[src/design/dsc_ram.sv]
// ----------------------------------------------------------------------------
// dsc_ram
// Single-port synchronous RAM with a registered read.
// ----------------------------------------------------------------------------
`timescale 1ns / 1ps

module dsc_ram #(
  parameter int WIDTH = 8,
  parameter int DEPTH = 256
) (
  input  logic                     clk,
  input  logic                     we,
  input  logic [$clog2(DEPTH)-1:0] addr,
  input  logic [WIDTH-1:0]         wdata,
  output logic [WIDTH-1:0]         rdata
);

  logic [WIDTH-1:0] mem [DEPTH];

  // write and registered read
  always_ff @(posedge clk) begin
    if (we) begin
      mem[addr] <= wdata;
    end
    rdata <= mem[addr];
  end

endmodule

[config.mk]
export PLATFORM = sky130hd
export DESIGN_NAME = dsc_ram
export DESIGN_NICKNAME = d
export VERILOG_FILES = /design/src/design/dsc_ram.sv
export SDC_FILE = /design/constraint.sdc
export NUM_CORES = 2
export LEC_CHECK = 0
export ABC_CLOCK_PERIOD_IN_PS = 4100
export BUFFER_PORTS_ARGS = -buffer_cell sky130_fd_sc_hd__clkbuf_2
export CAP_MARGIN = 20
export CORE_MARGIN = 2
export CORE_UTILIZATION = 55
export CTS_CLUSTER_SIZE = 20
export DETAILED_ROUTE_END_ITERATION = 7
export GPL_TIMING_DRIVEN = 0
export HOLD_SLACK_MARGIN = 0.12
export PLACE_DENSITY = 0.71
export SETUP_SLACK_MARGIN = 0.1
export SYNTH_ARGS = -nofsm -noshare
export SYNTH_HDL_FRONTEND = slang
export SYNTH_SLANG_ARGS = --single-unit
[constraint.sdc]
create_clock -name clk -period 4.1 [get_ports clk]
set_input_delay 0.41 -clock clk [delete_from_list [all_inputs] [get_ports clk]]
set_output_delay 0.41 -clock clk [all_outputs]
set_load 0.02 [all_outputs]
# == Yosys cells after proc, flatten, opt, wreduce, memory -nomap -nowiden ==
# Memories as Yosys holds them, arrays and structs flattened. A register that Yosys moved wholly into a read port is not among the register bits.
# Cells that the tools add are included.
# word_totals
memories,1
ramBits,2048
ff_bits,0
elab_cells,3
output_inout_bits,8
# memory_table
memory,words,width,rd,rd_clocked_by_memory_dff,write_ports,line_no,text
mem,256,8,1,1,1,18,logic [WIDTH-1:0] mem [DEPTH];
# op_classes
muxes,2
# op_table
op,count
two-way mux 1 bit,2

# == Logic depth before layout (Yosys ltp) ==
# logic_depth
word_depth,2
depth_mapped,10
depth_no_buf,5

# == Least setup slack after synthesis ==
# Ideal clock, no wire load.
# synth_timing
path_type,input port to flip-flop
start,in addr[1]
end,"mem mem[111][0], enable pin"
n_path_buf,5
path_slack_ns,1.471
arrival_ns,2.259
cell_stages,9
t_required_ns,3.730
cell_sequence,buf_2 clkbuf_1 clkbuf_1 nand2_1 buf_2 nor2_1 nand2_1 clkbuf_1 nor2_1
# synth_rtl
item,line_no,text
start: declaration,13,"input logic [$clog2(DEPTH)-1:0] addr,"
end: declaration,18,
# No word-level cell before the write port.

# == Worst setup path after layout ==
# layout_timing
start,in addr[3]
end,"mem mem[186][3], enable pin"
# No word-level cell before the write port.

==> impl_metrics.xml <==
<?xml version="1.0" encoding="UTF-8"?>
<metrics>
  <group name="floorplan">
    <metric name="die-height" unit="µm">382</metric>
    <metric name="initial_util" unit="%">55.4</metric>
    <metric name="ioPinCount" unit="">26</metric>
    <metric name="coreArea" unit="µm²">142000</metric>
    <metric name="num_rows" unit="">138</metric>
    <metric name="die-area" unit="µm²">146000</metric>
    <metric name="die_width" unit="µm">382</metric>
  </group>
  <group name="yosys">
    <metric name="synth-adder-area-share" unit="%">0</metric>
    <metric name="syn-instance-count" unit="">3547</metric>
    <metric name="post_synth_num_cell_types" unit="">22</metric>
    <metric name="postSynthAreaPerCell" unit="µm²">22.1</metric>
    <metric name="synth_compound_gate_area_share" unit="%">3.62</metric>
    <metric name="yosysTopAreaCellShare" unit="%">78.3</metric>
    <metric name="netlist_top_cells_area" unit="">sky130_fd_sc_hd__edfxtp_1 (78%), sky130_fd_sc_hd__mux4_2 (15%), sky130_fd_sc_hd__a22oi_1 (2.4%), sky130_fd_sc_hd__nor2_1 (1.1%), sky130_fd_sc_hd__a21oi_1 (0.82%)</metric>
    <metric name="combinational_family_with_the_most_area_after_synthesis" unit="">multiplexers</metric>
    <metric name="synth_seq_cells" unit="">2056</metric>
    <metric name="portion_of_netlist_area_occupied_by_mux_cells" unit="%">14.7</metric>
    <metric name="synthTopCellsByCount" unit="">sky130_fd_sc_hd__edfxtp_1 (2048), sky130_fd_sc_hd__mux4_2 (512), sky130_fd_sc_hd__a22oi_1 (256), sky130_fd_sc_hd__nor2_1 (232), sky130_fd_sc_hd__clkbuf_1 (145)</metric>
    <metric name="synth_enable_flop_cells" unit="">2048</metric>
    <metric name="seq_area_frac_synth" unit="%">78.6</metric>
    <metric name="synth_top_area_cell" unit="">sky130_fd_sc_hd__edfxtp_1</metric>
    <metric name="synth_ff_type" unit="">sky130_fd_sc_hd__edfxtp_1</metric>
    <metric name="synthesized_area_fraction_occupied_by_and_or_nand_nor_cells" unit="%">1.73</metric>
    <metric name="syn_nets" unit="">3565</metric>
    <metric name="synth_async_sr_flop_share" unit="%">0</metric>
    <metric name="yosysWarnings" unit="">0</metric>
    <metric name="yosysMostFrequentCell" unit="">sky130_fd_sc_hd__edfxtp_1</metric>
    <metric name="mappedNetlistArea" unit="µm²">78500</metric>
    <metric name="synth-xor-area-share" unit="%">0</metric>
  </group>
  <group name="route">
    <metric name="ant_nets" unit="">0</metric>
    <metric name="total_number_of_vias" unit="">39300</metric>
    <metric name="drt_first_iter_violations" unit="">5681</metric>
    <metric name="drcViolationCount" unit="">3</metric>
    <metric name="routed_wirelength" unit="mm">202</metric>
    <metric name="drt_pre_antenna_iters" unit="">8</metric>
    <metric name="wl_per_cell" unit="µm">34.5</metric>
    <metric name="vias_per_cell" unit="">6.71</metric>
  </group>
  <group name="placed_design">
    <metric name="routabilityCongestion" unit="">0.927</metric>
    <metric name="placement.setup.worst_slack" unit="ns">-1.23</metric>
    <metric name="post-dp-hpwl" unit="mm">130</metric>
    <metric name="place.port_buffers" unit="">21</metric>
  </group>
  <group name="timing">
    <metric name="finalHoldViolCount" unit="">0</metric>
    <metric name="skew" unit="ns">0.0299</metric>
    <metric name="min_period" unit="ns">4.32</metric>
    <metric name="worstMarginPinSlew" unit="ns">1.12</metric>
    <metric name="rsz0062_at_grt" unit="">yes</metric>
    <metric name="fmax" unit="MHz">232</metric>
    <metric name="timing.final.setup_violations" unit="">200</metric>
    <metric name="whs" unit="ns">0.208</metric>
    <metric name="fin_crit_sh" unit="%">105</metric>
    <metric name="maxSlewViolCount" unit="">0</metric>
    <metric name="relSlewSlack" unit="%">24.7</metric>
    <metric name="timing.final.ws_setup" unit="ns">-0.219</metric>
  </group>
  <group name="power_and_ir_drop">
    <metric name="power.density_cell_area" unit="nW/µm²">494</metric>
    <metric name="power.ir.vdd_worst" unit="µV">414</metric>
    <metric name="fin_total_pwr" unit="µW">43600</metric>
    <metric name="cellLeakagePower" unit="µW">0.0268</metric>
  </group>
  <group name="layout">
    <metric name="area_growth_syn_to_layout" unit="%">12.4</metric>
    <metric name="layout.filler_cells" unit="">9443</metric>
    <metric name="finish.utilization" unit="%">62.3</metric>
    <metric name="fin_nets" unit="">3830</metric>
    <metric name="register_area" unit="µm²">61700</metric>
    <metric name="fraction_of_final_layout_cells_with_drive_strength_greater_than_1" unit="%">25.6</metric>
    <metric name="multi_input_gate_area_in_the_final_layout" unit="µm²">15900</metric>
  </group>
  <group name="run">
    <metric name="maxCapViolCount" unit="">0</metric>
  </group>
  <group name="critical_path">
    <metric name="worstReg2RegStart" unit="">mem[123][7]</metric>
    <metric name="worst-endpoint-required" unit="ns">4.55</metric>
    <metric name="critical_path.startpoint_type" unit="">input pin</metric>
    <metric name="r2r.worst_path.cells" unit="">5</metric>
    <metric name="worst-endpoint-arrival" unit="ns">4.77</metric>
    <metric name="r2r-end" unit="">rdata[7]</metric>
    <metric name="crit_path_max_fanout" unit="">10</metric>
    <metric name="worst-setup-path-type" unit="">input pin to flip-flop</metric>
    <metric name="critical_path.endpoint_type" unit="">flip-flop</metric>
    <metric name="rrSetupSlack" unit="ns">0.62</metric>
  </group>
  <group name="grt">
    <metric name="gr-total-overflow" unit="">0</metric>
    <metric name="global_route_wire_length_before_repair" unit="mm">285</metric>
    <metric name="grt_max_degree" unit="">145</metric>
    <metric name="antenna_found_initial" unit="">10</metric>
    <metric name="grt_pass1_vias" unit="">38700</metric>
    <metric name="groute.usage.overall" unit="%">27.9</metric>
  </group>
  <group name="clock_tree">
    <metric name="cts_max_path_buffers" unit="">3</metric>
    <metric name="number_of_setup_buffers_added_after_cts" unit="">0</metric>
    <metric name="cts_tree" unit="">built</metric>
    <metric name="htree_levels" unit="">4</metric>
    <metric name="root_buffer" unit="">sky130_fd_sc_hd__clkbuf_16</metric>
    <metric name="clk_pin_slew" unit="ns">0.06</metric>
    <metric name="numClockSinks" unit="">2056</metric>
    <metric name="clock_buffers_created_by_tritoncts" unit="">196</metric>
    <metric name="insertion_delay" unit="ns">0.85</metric>
  </group>
  <group name="outcome">
    <metric name="failed_checks" unit="">design-rule violations, negative setup slack</metric>
    <metric name="run_status" unit="">finished, violations left</metric>
  </group>
  <group name="hold_path">
    <metric name="hp-class" unit="">input pin to flip-flop</metric>
    <metric name="min_from" unit="">wdata[4]</metric>
    <metric name="hold-path-endpoint" unit="">mem[120][4]</metric>
    <metric name="worst_hold_path.num_cells" unit="">2</metric>
  </group>
</metrics>
## layout by cell type, fill, tap and decap left out, types with 31 or more instances in the layout
| master | synthesis | routed |
|---|---|---|
| sky130_fd_sc_hd__edfxtp_1 | 2048 | 2048 |
| sky130_fd_sc_hd__mux4_2 | 512 | 512 |
| sky130_fd_sc_hd__a22oi_1 | 256 | 256 |
| sky130_fd_sc_hd__clkbuf_16 | 0 | 199 |
| sky130_fd_sc_hd__nor2_1 | 232 | 173 |
| sky130_fd_sc_hd__clkbuf_1 | 145 | 160 |
| sky130_fd_sc_hd__a21oi_1 | 128 | 128 |
| sky130_fd_sc_hd__nor2_2 | 0 | 59 |
| sky130_fd_sc_hd__buf_2 | 36 | 56 |
| sky130_fd_sc_hd__clkinv_1 | 0 | 38 |
| sky130_fd_sc_hd__clkinv_2 | 0 | 37 |
| sky130_fd_sc_hd__clkbuf_2 | 0 | 32 |
| sky130_fd_sc_hd__o41ai_1 | 32 | 31 |
## per-layer routing
layer	wire, µm	GRT usage (%)	vias to the layer above	part of all wire [%]
met4	9290	11.8	12	4.6
met1	73700	37.9	20700	36
met3	24600	8.38	487	12
met5	69	0	-	0.034
met2	94800	42.4	2561	47
li1	-	-	15600	-
## cell type report
cell class | count | share of cell area, %
Antenna cell | 4 | 0.0113
Sequential cell | 2056 | 69.9
Tap cell | 1890 | 2.68
Inverter | 1 | 0.00425
Multi-Input combinational cell | 1258 | 18.0
Buffer | 231 | 1.26
Clock buffer | 240 | 5.90
Clock inverter | 119 | 1.45
Timing Repair Buffer | 68 | 0.829
## worst max-delay path, cell delays in order
cell and delay (ns):
sky130_fd_sc_hd__clkbuf_1 0.37, sky130_fd_sc_hd__nor2b_1 0.20, sky130_fd_sc_hd__clkbuf_1 0.45, sky130_fd_sc_hd__clkbuf_1 0.88, sky130_fd_sc_hd__buf_2 0.44, sky130_fd_sc_hd__nand3_1 0.43, sky130_fd_sc_hd__clkbuf_2 0.69, sky130_fd_sc_hd__nor2_1 0.87
## metrics by stage
stage / cells / setup TNS [ns] / instance area [µm²]
floorplan: 3547 / 0 / 78500
global placement: 5458 / -3215.05 / 81000
detailed placement: 5504 / -936.06 / 81600
CTS: 5863 / 0 / 88100
global route: 5863 / -3.49 / 88300
finish: 5867 / -17.21 / 88300
## cell families after synthesis
family                 after synthesis
and+or+nand+nor                    330
muxes                              512
DFF                               2056
AOI/OAI and AO/OA                  416
buffers and inverters              233
## worst max-delay path by stage
stage	from	to	slack, ns	depth (start not counted)
finish	addr[3]	mem[186][3]	-0.22	8
global route	addr[3]	mem[58][2]	-0.08	8
CTS	addr[3]	mem[186][3]	0.07	8
detailed placement	addr[3]	mem[255][1]	-1.23	8
global placement	addr[3]	mem[255][1]	-1.40	8
floorplan	addr[1]	mem[111][0]	1.47	9
## registers in the layout, indices dropped and copies added (netlist names)
register	count
mem	2048
rdata	8
## repair_timing
item                                   4_1_cts  5_1_grt
endpoints found under the hold margin       48        0
setup endpoints to repair                  417      501
pin swaps                                    0        0
hold buffers                                 1        0
resized for setup                            6       58
## power breakdown
| part | internal, µW | total (µW) | switching, µW |
|---|---|---|---|
| Sequential | 23200 | 23200 | 14.2 |
| Combinational | 681 | 2120 | 1430 |
| Clock | 10400 | 18300 | 7900 |
| Total | 34300 | 43600 | 9350 |
Note: power is estimated with default switching activity, not from simulation.
